## config.mk

```make
export PLATFORM = sky130hd
export DESIGN_NAME = motor_effort_slew_and_drive_flags_unit
export DESIGN_NICKNAME = d
export VERILOG_FILES = /design/src/rtl/core/mesdf_pkg.sv /design/src/rtl/core/mesdf_prep.sv /design/src/rtl/core/mesdf_chan.sv /design/src/rtl/core/motor_effort_slew_and_drive_flags_unit.sv
export SDC_FILE = /design/constraint.sdc
export NUM_CORES = 2
export LEC_CHECK = 0
export CAP_MARGIN = 10
export CORE_ASPECT_RATIO = 0.6
export CORE_MARGIN = 2
export CORE_UTILIZATION = 55
export DETAILED_ROUTE_END_ITERATION = 8
export DONT_BUFFER_PORTS = 1
export PLACE_DENSITY = 0.7
export SLEW_MARGIN = 10
export SYNTH_ARGS = -nofsm -noshare
export SYNTH_HDL_FRONTEND = slang
export SYNTH_SLANG_ARGS = --single-unit
```

## constraint.sdc

```tcl
create_clock -name clk_i -period 23.2 [get_ports clk_i]
set_input_delay 2.32 -clock clk_i [delete_from_list [all_inputs] [get_ports clk_i]]
set_output_delay 2.32 -clock clk_i [all_outputs]
set_load 0.005 [all_outputs]
```

## src/rtl/core/mesdf_pkg.sv

```systemverilog
`timescale 1ns / 1ps
package mesdf_pkg;

  localparam int unsigned NumCh     = 3;
  localparam int unsigned EffortW   = 16;
  localparam int unsigned StepW     = 16;
  localparam int unsigned DutyW     = 15;
  localparam int unsigned FlagsW    = 4;
  localparam int unsigned ElapsedW  = 24;
  localparam int unsigned AgeW      = 32;
  localparam int unsigned RegW      = 32;
  localparam int unsigned CfgIdxW   = 3;

  // channel order
  localparam int unsigned ChLeft    = 0;
  localparam int unsigned ChRight   = 1;
  localparam int unsigned ChFlipper = 2;

  // flag bit positions
  localparam int unsigned FlagRev   = 0;
  localparam int unsigned FlagBrake = 1;
  localparam int unsigned FlagCoast = 2;
  localparam int unsigned FlagDecay = 3;

  localparam logic [RegW-1:0]  RampStepRst = 32'd65536;
  localparam logic [DutyW-1:0] DutyMax     = 15'h7fff;
  localparam logic [DutyW-1:0] DutyHalf    = 15'd16384;

  typedef enum logic [CfgIdxW-1:0] {
    CFG_RAMP_STEP      = 3'd0,
    CFG_CMD_TIMEOUT    = 3'd1,
    CFG_BRAKE_FAULT    = 3'd2,
    CFG_BRAKE_TIMEOUT  = 3'd3,
    CFG_BRAKE_ZERO_CMD = 3'd4,
    CFG_SLOW_DECAY     = 3'd5
  } cfg_idx_e;

  typedef logic signed [EffortW-1:0] effort_t;

  // per-tick control handed from the prep stage to the channels
  typedef struct packed {
    logic             brake;
    logic [StepW-1:0] step;
  } ctl_t;

endpackage

```

## src/rtl/core/mesdf_prep.sv

```systemverilog
`timescale 1ns / 1ps
module mesdf_prep (
  input  logic                            clk_i,
  input  logic                            load_i,
  input  logic [mesdf_pkg::ElapsedW-1:0]  elapsed_i,
  input  logic [mesdf_pkg::AgeW-1:0]      age_i,
  input  logic                            fault_i,
  input  mesdf_pkg::effort_t              tgt_i [mesdf_pkg::NumCh],
  input  logic [mesdf_pkg::RegW-1:0]      ramp_step_i,
  input  logic [mesdf_pkg::RegW-1:0]      timeout_i,
  input  logic                            brake_fault_i,
  input  logic                            brake_timeout_i,
  input  logic                            brake_zero_i,
  output mesdf_pkg::ctl_t                 ctl_o,
  output mesdf_pkg::effort_t              tgt_o [mesdf_pkg::NumCh]
);

  localparam int unsigned ProdW = mesdf_pkg::ElapsedW + mesdf_pkg::RegW;

  logic [ProdW-1:0]            prod;
  logic                        timed_out;
  mesdf_pkg::ctl_t             ctl_d, ctl_q;
  mesdf_pkg::effort_t          tgt_d [mesdf_pkg::NumCh];
  mesdf_pkg::effort_t          tgt_q [mesdf_pkg::NumCh];

  // slew step: elapsed times ramp, >> 16, saturated
  assign prod = ProdW'(elapsed_i) * ProdW'(ramp_step_i);

  // fault beats timeout; both force zero targets
  assign timed_out = (timeout_i != '0) && (age_i > timeout_i);

  always_comb begin
    if (|prod[ProdW-1:32]) begin
      ctl_d.step = '1;
    end else begin
      ctl_d.step = prod[31:16];
    end
    for (int c = 0; c < mesdf_pkg::NumCh; c++) begin
      tgt_d[c] = (fault_i || timed_out) ? '0 : tgt_i[c];
    end
    if (fault_i) begin
      ctl_d.brake = brake_fault_i;
    end else if (timed_out) begin
      ctl_d.brake = brake_timeout_i;
    end else begin
      ctl_d.brake = brake_zero_i;
    end
  end

  always_ff @(posedge clk_i) begin
    if (load_i) begin
      ctl_q <= ctl_d;
      tgt_q <= tgt_d;
    end
  end

  assign ctl_o = ctl_q;
  assign tgt_o = tgt_q;

endmodule

```

## src/rtl/core/mesdf_chan.sv

```systemverilog
`timescale 1ns / 1ps
module mesdf_chan (
  input  logic                          clk_i,
  input  logic                          rst_ni,
  input  logic                          upd_i,
  input  mesdf_pkg::effort_t            tgt_i,
  input  mesdf_pkg::ctl_t               ctl_i,
  input  logic                          slow_decay_i,
  output logic [mesdf_pkg::FlagsW-1:0]  flags_o,
  output logic [mesdf_pkg::DutyW-1:0]   duty_o
);

  localparam int unsigned XW = mesdf_pkg::EffortW + 2;

  mesdf_pkg::effort_t      last_d, last_q;
  logic signed [XW-1:0]    last_x, step_x, tgt_x, lo, hi, eff_x, mag_x;
  logic [mesdf_pkg::DutyW-1:0] mag;

  // clamp target into [last - step, last + step]
  always_comb begin
    last_x = XW'(last_q);
    step_x = signed'({2'b00, ctl_i.step});
    tgt_x  = XW'(tgt_i);
    lo     = last_x - step_x;
    hi     = last_x + step_x;
    eff_x  = tgt_x;
    if (tgt_x < lo) begin
      eff_x = lo;
    end
    if (eff_x > hi) begin
      eff_x = hi;
    end
  end

  // result always lies between target and last, so 16 bits hold it
  assign last_d = eff_x[mesdf_pkg::EffortW-1:0];

  // magnitude saturates to full scale for the most negative effort
  always_comb begin
    mag_x = eff_x[XW-1] ? -eff_x : eff_x;
    if (mag_x > XW'(mesdf_pkg::DutyMax)) begin
      mag = mesdf_pkg::DutyMax;
    end else begin
      mag = mag_x[mesdf_pkg::DutyW-1:0];
    end
  end

  // flags and duty
  always_comb begin
    flags_o = '0;
    flags_o[mesdf_pkg::FlagRev]   = eff_x[XW-1];
    flags_o[mesdf_pkg::FlagBrake] = (eff_x == '0) && ctl_i.brake;
    flags_o[mesdf_pkg::FlagCoast] = (eff_x == '0) && !ctl_i.brake;
    flags_o[mesdf_pkg::FlagDecay] = slow_decay_i;
    duty_o = slow_decay_i ? mesdf_pkg::DutyHalf + {1'b0, mag[mesdf_pkg::DutyW-1:1]} : mag;
  end

  // stored effort
  always_ff @(posedge clk_i or negedge rst_ni) begin
    if (!rst_ni) begin
      last_q <= '0;
    end else if (upd_i) begin
      last_q <= last_d;
    end
  end

endmodule

```

## src/rtl/core/motor_effort_slew_and_drive_flags_unit.sv

```systemverilog
`timescale 1ns / 1ps
// channel   | dir | handshake                    | payload
// s_axis    | in  | s_axis_tvalid / s_axis_tready | tdata targets, age, elapsed; tuser fault
// m_axis    | out | m_axis_tvalid / m_axis_tready | tdata flags and duty, three channels
// cfg       | in  | cfg_we_i (no wait)           | cfg_idx_i, cfg_data_i
//
// one drive tick per cycle sustained while m_axis is not stalled; the result passes the input
// register (loaded on the transfer), then the step/target and result registers
// the stored effort per channel closes its loop in the last stage, updated with the result register
// reset clears config to defaults, stored efforts to zero, all valids low
// a stall on m_axis freezes the whole pipeline; s_axis_tready follows it
module motor_effort_slew_and_drive_flags_unit (
  input  logic                           clk_i,
  input  logic                           rst_ni,
  // config write port
  input  logic                           cfg_we_i,
  input  logic [mesdf_pkg::CfgIdxW-1:0]  cfg_idx_i,
  input  logic [mesdf_pkg::RegW-1:0]     cfg_data_i,
  // input stream
  input  logic                           s_axis_tvalid,
  output logic                           s_axis_tready,
  // [23:0] elapsed_ticks, [55:24] command_age_ticks, [71:56] target_left,
  // [87:72] target_right, [103:88] target_flipper
  input  logic [103:0]                   s_axis_tdata,
  // [0] system_fault
  input  logic                           s_axis_tuser,
  // output stream
  output logic                           m_axis_tvalid,
  input  logic                           m_axis_tready,
  // [3:0] flags_left, [18:4] duty_left, [22:19] flags_right, [37:23] duty_right,
  // [41:38] flags_flipper, [56:42] duty_flipper, [63:57] zero
  output logic [63:0]                    m_axis_tdata
);

  localparam int unsigned NumCh = mesdf_pkg::NumCh;
  localparam int unsigned ChW   = mesdf_pkg::FlagsW + mesdf_pkg::DutyW;

  // config registers
  logic [mesdf_pkg::RegW-1:0] ramp_step_q, timeout_q;
  logic brake_fault_q, brake_timeout_q, brake_zero_q, slow_decay_q;

  always_ff @(posedge clk_i or negedge rst_ni) begin
    if (!rst_ni) begin
      ramp_step_q     <= mesdf_pkg::RampStepRst;
      timeout_q       <= '0;
      brake_fault_q   <= 1'b0;
      brake_timeout_q <= 1'b0;
      brake_zero_q    <= 1'b0;
      slow_decay_q    <= 1'b0;
    end else if (cfg_we_i) begin
      unique case (cfg_idx_i)
        mesdf_pkg::CFG_RAMP_STEP:      ramp_step_q     <= cfg_data_i;
        mesdf_pkg::CFG_CMD_TIMEOUT:    timeout_q       <= cfg_data_i;
        mesdf_pkg::CFG_BRAKE_FAULT:    brake_fault_q   <= cfg_data_i[0];
        mesdf_pkg::CFG_BRAKE_TIMEOUT:  brake_timeout_q <= cfg_data_i[0];
        mesdf_pkg::CFG_BRAKE_ZERO_CMD: brake_zero_q    <= cfg_data_i[0];
        mesdf_pkg::CFG_SLOW_DECAY:     slow_decay_q    <= cfg_data_i[0];
        default: ;
      endcase
    end
  end

  // pipeline advance: everything moves unless the result is stalled
  logic adv;
  logic a_valid_q, b_valid_q, m_valid_q;

  assign adv           = !m_valid_q || m_axis_tready;
  assign s_axis_tready = adv;

  always_ff @(posedge clk_i or negedge rst_ni) begin
    if (!rst_ni) begin
      a_valid_q <= 1'b0;
      b_valid_q <= 1'b0;
      m_valid_q <= 1'b0;
    end else if (adv) begin
      a_valid_q <= s_axis_tvalid;
      b_valid_q <= a_valid_q;
      m_valid_q <= b_valid_q;
    end
  end

  // input register
  logic [mesdf_pkg::ElapsedW-1:0] elapsed_q;
  logic [mesdf_pkg::AgeW-1:0]     age_q;
  logic                           fault_q;
  mesdf_pkg::effort_t             tgt_q [NumCh];

  always_ff @(posedge clk_i) begin
    if (adv && s_axis_tvalid) begin
      elapsed_q <= s_axis_tdata[23:0];
      age_q     <= s_axis_tdata[55:24];
      fault_q   <= s_axis_tuser;
      for (int c = 0; c < NumCh; c++) begin
        tgt_q[c] <= s_axis_tdata[56 + c*mesdf_pkg::EffortW +: mesdf_pkg::EffortW];
      end
    end
  end

  // step and target selection
  mesdf_pkg::ctl_t    ctl;
  mesdf_pkg::effort_t tgt_b [NumCh];

  mesdf_prep u_prep (
    .clk_i           (clk_i),
    .load_i          (adv && a_valid_q),
    .elapsed_i       (elapsed_q),
    .age_i           (age_q),
    .fault_i         (fault_q),
    .tgt_i           (tgt_q),
    .ramp_step_i     (ramp_step_q),
    .timeout_i       (timeout_q),
    .brake_fault_i   (brake_fault_q),
    .brake_timeout_i (brake_timeout_q),
    .brake_zero_i    (brake_zero_q),
    .ctl_o           (ctl),
    .tgt_o           (tgt_b)
  );

  // per-channel slew limit and drive flags
  logic                  upd;
  logic [ChW*NumCh-1:0]  res_d, res_q;

  assign upd = adv && b_valid_q;

  for (genvar c = 0; c < NumCh; c++) begin : g_ch
    logic [mesdf_pkg::FlagsW-1:0] flags;
    logic [mesdf_pkg::DutyW-1:0]  duty;
    logic [ChW-1:0]               slot;

    mesdf_chan u_chan (
      .clk_i        (clk_i),
      .rst_ni       (rst_ni),
      .upd_i        (upd),
      .tgt_i        (tgt_b[c]),
      .ctl_i        (ctl),
      .slow_decay_i (slow_decay_q),
      .flags_o      (flags),
      .duty_o       (duty)
    );

    // right channel reverse sense is inverted
    always_comb begin
      slot[mesdf_pkg::FlagsW-1:0] = flags;
      if (c == mesdf_pkg::ChRight) begin
        slot[mesdf_pkg::FlagRev] = !flags[mesdf_pkg::FlagRev];
      end
      slot[mesdf_pkg::FlagsW +: mesdf_pkg::DutyW] = duty;
    end

    assign res_d[c*ChW +: ChW] = slot;
  end

  // result register
  always_ff @(posedge clk_i) begin
    if (upd) begin
      res_q <= res_d;
    end
  end

  assign m_axis_tvalid = m_valid_q;
  assign m_axis_tdata  = {(64 - ChW*NumCh)'(0), res_q};

endmodule

```

# --- After elaboration in Yosys (flattened, before gate mapping) ---
# Cells that the tools add are included.
totals:
  register_bits: 346
  latchBits: 0
  ramBits: 0
  rom_bits: 0
  inputBits: 145
  output_inout_bits: 66
  word_cells: 96
  n_memories: 0
op_classes:
  add_sub_neg: 12
  n_mul: 1
  div_mod_pow: 0
  order_cmp: 10
  eq_ne: 5
  n_shift: 0
  muxes: 17
  n_bitwise: 0
  reduce_logical: 27
ops:
  columns: ["operator", "n"]
  rows:
  - ["18-bit two-way mux", 9]
  - ["15-bit two-way mux", 6]
  - ["24-bit by 32-bit multiplier with 56-bit output", 1]
  - ["16-bit by 17-bit adder with 18-bit output", 3]
  - ["18-bit by 15-bit > comparator with 1-bit output (second input constant)", 3]
  - ["18-bit > comparator", 3]
  - ["18-bit zero test", 3]
  - ["16-bit by 18-bit less-than comparator with 1-bit output", 3]
  - ["18-bit negation", 3]
  - ["16-bit by 17-bit subtractor with 18-bit output", 3]
  - ["15-bit by 14-bit adder with 15-bit output (first input constant)", 3]
  - ["32-bit > comparator", 1]
  - ["32-bit nonzero test", 1]
  - ["24-bit OR reduction", 1]
  - ["2-bit AND reduction", 6]
  - ["1-bit logical AND", 10]
  - ["3-bit by 2-bit equality test with 1-bit output (second input constant)", 2]
  - ["3-bit equality test (second input constant)", 2]
  - ["3-bit by 1-bit equality test with 1-bit output (second input constant)", 1]
  - ["1-bit zero test", 3]
  - ["3-bit zero test", 1]
  - ["1-bit logical OR", 2]
  - ["1-bit two-way mux", 2]

# --- Longest topological paths before layout ---
depth:
  depth_word: 11
  depth_mapped: 38
  ltp_nobuf: 35

# --- Hierarchy ---
# A second synthesis with hierarchy kept.
hier_totals:
  hier_cells: 5310
  hier_area_um2: 50135.6
by_module_without_submodules:
  columns: ["mod", "n_inst", "cells_per_inst", "area_per_inst_um2", "seq_area_each_um2"]
  rows:
  - ["mesdf_prep", 1, 3101, 28526.1, 1951.9]
  - ["mesdf_chan at g_ch[1].u_chan ...", 2, 610, 4570.6, 400.4]
  - ["motor_effort_slew_and_drive_flags_unit", 1, 331, 7672.4, 6642.6]
  - ["mesdf_chan at g_ch[0].u_chan", 1, 658, 4795.8, 400.4]

# --- Worst setup path before layout ---
# OpenSTA, ideal clock, no wires.
synth_path:
  path_type: "register to register"
  start: "reg u_prep.ctl_q, in the netlist u_prep.ctl_o[1]"
  end: "reg res_q[43] (data pin)"
  setup_ps: 273
  t_arrival_ps: 8318
  required_time_ps: 22927
  slack_ps: 14609
  stages_incl_launch_ff: 36
  path_buffers: 6
  period_less_slack_ps: 8591
  path_cell_list: "edfxtp_1 > inv_1 > ha_1 > nor2b_1 > o31ai_1 > a21oi_1 > a21o_1 > o311ai_0 > inv_1 > ha_1 > a21oi_1 > o21ai_0 > a21oi_1 > o31ai_1 > a31oi_1 > and2_1 > buf_6 > buf_2 > buf_1 > mux2_2 > ha_1 > a21o_1 > a21oi_1 > a21boi_0 > o21a_1 > o221ai_1 > clkbuf_1 > clkbuf_1 > a31oi_1 > a31o_2 > or4b_1 > nor3_1 > nand4_1 > o211ai_1 > buf_4 > o211ai_1"
synth_between:
  elab_chain_len: 11
  word_cells_on_any_way: 12
  classes_between: "add/sub (4); order compare (3); mux (5)"
synth_lines:
  columns: ["element", "line_no", "text"]
  rows:
  - ["from (decl)", "mesdf_prep.sv:22", "mesdf_pkg::ctl_t ctl_d, ctl_q;"]
  - ["from (signal assigned)", "mesdf_prep.sv:52", "ctl_q <= ctl_d;"]
  - ["16-bit by 17-bit subtractor with 18-bit output", "mesdf_chan.sv:24", "lo = last_x - step_x;"]
  - ["16-bit by 18-bit less-than comparator with 1-bit output", "mesdf_chan.sv:27", "if (tgt_x < lo) begin"]
  - ["18-bit two-way mux", "mesdf_chan.sv:27", null]
  - ["18-bit > comparator", "mesdf_chan.sv:30", "if (eff_x > hi) begin"]
  - ["18-bit two-way mux (*)", "mesdf_chan.sv:30", null]
  - ["18-bit negation", "mesdf_chan.sv:40", "mag_x = eff_x[XW-1] ? -eff_x : eff_x;"]
  - ["18-bit two-way mux (*)", "mesdf_chan.sv:40", null]
  - ["18-bit by 15-bit > comparator with 1-bit output", "mesdf_chan.sv:41", "if (mag_x > XW'(mesdf_pkg::DutyMax)) begin"]
  - ["15-bit two-way mux (*)", "mesdf_chan.sv:41", null]
  - ["15-bit by 14-bit adder with 15-bit output", "mesdf_chan.sv:55", "duty_o = slow_decay_i ? mesdf_pkg::DutyHalf + {1'b0, mag[mesdf_pkg::DutyW-1:1]} : mag;"]
  - ["15-bit two-way mux (*)", "mesdf_chan.sv:55", null]
  - ["net g_ch[2].duty (one bit)", "motor_effort_slew_and_drive_flags_unit.sv:127", "logic [mesdf_pkg::DutyW-1:0] duty;"]
  - ["to (signal assigned)", "motor_effort_slew_and_drive_flags_unit.sv:156", "res_q <= res_d;"]
  - ["to (decl)", "motor_effort_slew_and_drive_flags_unit.sv:121", "logic [ChW*NumCh-1:0] res_d, res_q;"]
# The timed path passes the listed nets; every way through them passes the cells marked *.
# A chain may end at the register's enable or synchronous reset.

# --- Worst setup path after layout ---
layout_path:
  start: "reg u_prep.ctl_q, in the netlist u_prep.ctl_o[1]"
  end: "reg res_q[49] (data pin)"
# The elaborated chain is that of the path after synthesis.

==> summary.md <==
| Metric | Value |
|---|---|
| Worst EP required | `23.55 ns` |
| Status | `completed` |
| R2R setup slack | `13.09 ns` |
| Htree depth | `2` |
| Post-Synth XOR/XNOR Area | `0.0252` |
| CTS Root Cell | `clkbuf_16` |
| CTS max path bufs | `3` |
| Pre-Repair DR Iteration Count | `7` |
| Max Cap Viol | `0` |
| Commonest non-fill, non-tap cell in the layout | `inv_1` |
| Insertion delay of the later-clocked pin in the worst-skew pair | `around 0.6 ns` |
| Final setup skew | `0.0295 ns` |
| RSZ-0062 raised after global routing | `false` |
| Crit share post-route | `0.436` |
| Final GP Congestion | `1.02` |
| Relative slew slack | `0.183` |
| CP Max Fanout | `29` |
| Placed Area | `0.0494 sq mm` |
| Worst Path Arrival | `between 10 and 15 ns` |
| Initial Util | `0.554` |
| Post-synthesis mux area share | `0.0306` |
| Vias in the first global route | `36,200` |
| CTS tree | `done` |
| Clock sinks | `~340` |
| Global-route wire length before repair | `237,000 um` |
| Commonest cells after routing, fill and taps aside | `843 x inv_1, 663 x fa_1, 522 x nand2_1, 510 x and2_1, 414 x ha_1` |
| Share of layout cells above drive strength 1 | `0.0616` |
| Initial antenna violation count | `8` |
| Via count | `37,200` |
| Simple-gate share of the synthesized area | `0.169` |
| Chip Height | `234 um` |
| Slew Viols, Final | `0` |
| Sequential cell area fraction in the yosys report | `0.201` |
| # setup viols final | `0` |
| Die area | `a little over 0.09 sq mm` |
| Post-route DRC violation count | `0` |
| Boundary pin count | `211` |
| Biggest area consumer among synthesized cells | `fa_1` |
| Hpwl dp | `122,000 um` |
| Crit path to | `res_q[49]$_DFFE_PP_` |
| Largest net degree at the start of global routing | `120` |
| R2R depth | `31` |
| CP startpoint | `u_prep.ctl_o[1]$_SDFFCE_PP1P_` |
| F_max | `98.9 MHz` |
| Row cnt | `84` |
| Synth Area per Inst | `9.43 sq um` |
| Initial DRC Count | `4,701` |
| Min-delay worst type | `reg -> reg` |
| Grt ovf | `0` |
| Drt wl/cell | `25.7 um` |
| Worst R2R End | `res_q[49]$_DFFE_PP_` |
| CTS Buf Count | `39` |
| CP endpoint kind | `flip-flop` |
| Largest family of logic cells by synthesized area | `adder cells` |
| Sum Neg Setup Slack | `0 ns` |
| Slowest stage delay, CP | `roughly 0.8 ns` |
| Synth Area in Adders | `0.381` |
| Synth Register Bits | `344` |
| Final wirelength | `159,000 um` |
| Synth unique cells | `102` |
| I/O Buffers | `0` |
| Synth Instances | `5,131` |
| Slowest cell on the critical path | `edfxtp_1` |
| Startpoint Class | `flip-flop` |
| Worst-path clk slew | `0.07 ns` |
| Hold_ws | `between 0.5 and 0.6 ns` |
| Postcts setup bufs | `0` |
| Area growth syn-to-layout | `5.05%` |
| Post-synth top area share | `0.274` |
| R2R Path Start | `u_prep.ctl_o[1]$_SDFFCE_PP1P_` |
| Hold-fix buffers at CTS | `0` |
| Synth async-reset ratio | `0.346` |
| Layout Nets | `6,224` |
| Synth Area in Compound Gates | `0.105` |
| Post-cts sizing count | `0` |
| WS Path Type | `reg -> reg` |
| Mapped Area | `0.0484 sq mm` |
| Post-DR vias/cell | `between 6 and 7` |
| Core footprint | `0.0873 sq mm` |
| Fin. Hold Viols | `0` |
| YS warnings | `0` |
| Routed Antenna Nets | `0` |
| Die width | `387 um` |
| Cell area after layout | `0.0508 sq mm` |
| Synth top area cells | `fa_1 27%, edfxtp_1 14%, ha_1 11%` |
| Number of synthesized flops with an enable pin | `about 230` |
| Total GRT Usage | `0.357` |
| Post-synth top flop | `edfxtp_1` |
| Final min period | `10.11 ns` |
| Worst-margin pin slew | `1.21 ns` |
==> worst max-delay path: cells and delay by family, from the launching register on <==
family	cells	cell delay, ns
adders and majority gates	3	0.98
xor gates and xnor gates	1	0.25
AOI/OAI and AO/OA	16	4.65
and+or+nand+nor	6	1.61
buffers and inverters	3	0.76
muxes	2	0.80
DFF	1	0.80
==> registers in the layout, indices dropped and copies added (netlist names), 17 cells and up <==
register,cells
u_prep.ctl_o,17
res_q,55
age_q,32
timeout_q,32
ramp_step_q,32
elapsed_q,24
u_prep.tgt_o,48
g_ch.u_chan.last_q,48
tgt_q,48
==> through the flow <==
stage / cells / util / worst slack (ns)
floorplan: 5137 / - / 14.61
global placement: 6122 / 0.566 / 13.49
detailed placement: 6122 / 0.566 / 13.42
CTS: 6192 / 0.582 / 13.39
global route: 6194 / 0.582 / 12.28
finish: 6196 / 0.582 / 13.09
==> worst min path at each step <==
stage / from / endpoint / cells past startpoint
after global routing: brake_fault_q$_DFFE_PN0P_ / brake_fault_q$_DFFE_PN0P_ / 1
after global placement: b_valid_q$_DFFE_PN0N_ / m_axis_tvalid$_DFFE_PN0N_ / 1
after detailed placement: brake_fault_q$_DFFE_PN0P_ / brake_fault_q$_DFFE_PN0P_ / 1
final: brake_fault_q$_DFFE_PN0P_ / brake_fault_q$_DFFE_PN0P_ / 1
after CTS: brake_fault_q$_DFFE_PN0P_ / brake_fault_q$_DFFE_PN0P_ / 1
after floorplan: slow_decay_q$_DFFE_PN0P_ / res_q[41]$_DFFE_PP_ / 0
==> cell type report <==
| type | count | area [sq um] |
|---|---|---|
| clock buffer | 51 | 1100 |
| tap | 1161 | 1450 |
| fill | 7528 | 36500 |
| multi-input combinational | 3692 | 34500 |
| timing repair buffer | 79 | 593 |
| inverter | 846 | 3180 |
| antenna | 4 | 10.0 |
| sequential | 344 | 9740 |
| clock inverter | 19 | 298 |
==> cell usage after synthesis (22+ instances only) <==
cell type / n
o211ai_1: 24
o21ai_0: 161
mux2i_1: 48
nand4_1: 43
a21oi_1: 170
and3_1: 30
nand2b_1: 40
ha_1: 414
o31ai_1: 28
a21o_1: 78
xor2_1: 36
edfxtp_1: 225
dfrtp_1: 118
nor3_1: 48
fa_1: 663
a31oi_1: 44
nand3_1: 60
o21bai_1: 23
and2_1: 512
nor2b_1: 32
inv_1: 843
mux2_2: 86
nor2_1: 177
o21a_1: 33
xnor2_1: 103
a211oi_1: 22
clkbuf_1: 209
nand2_1: 522
nor4_1: 24
==> cell families after synthesis <==
logic type | count (synthesis)
compound gates | 750
simple gates | 1583
flops | 344
other cells | 1
buf+inv | 1101
fa+ha+maj | 1077
xor+xnor | 139
mux | 136
==> layer usage <==
metal / track usage / vias to the layer above / part of all wire
li1: - / 16400 / -
met1: 0.568 / 18300 / 0.47
met2: 0.420 / 2297 / 0.34
met3: 0.177 / 173 / 0.17
met4: 0.0560 / 8 / 0.015
met5: 0.0171 / - / 0.0014
Power is not shown: default switching activity piles up to over one toggle a cycle in this logic, so the estimate is an artifact.
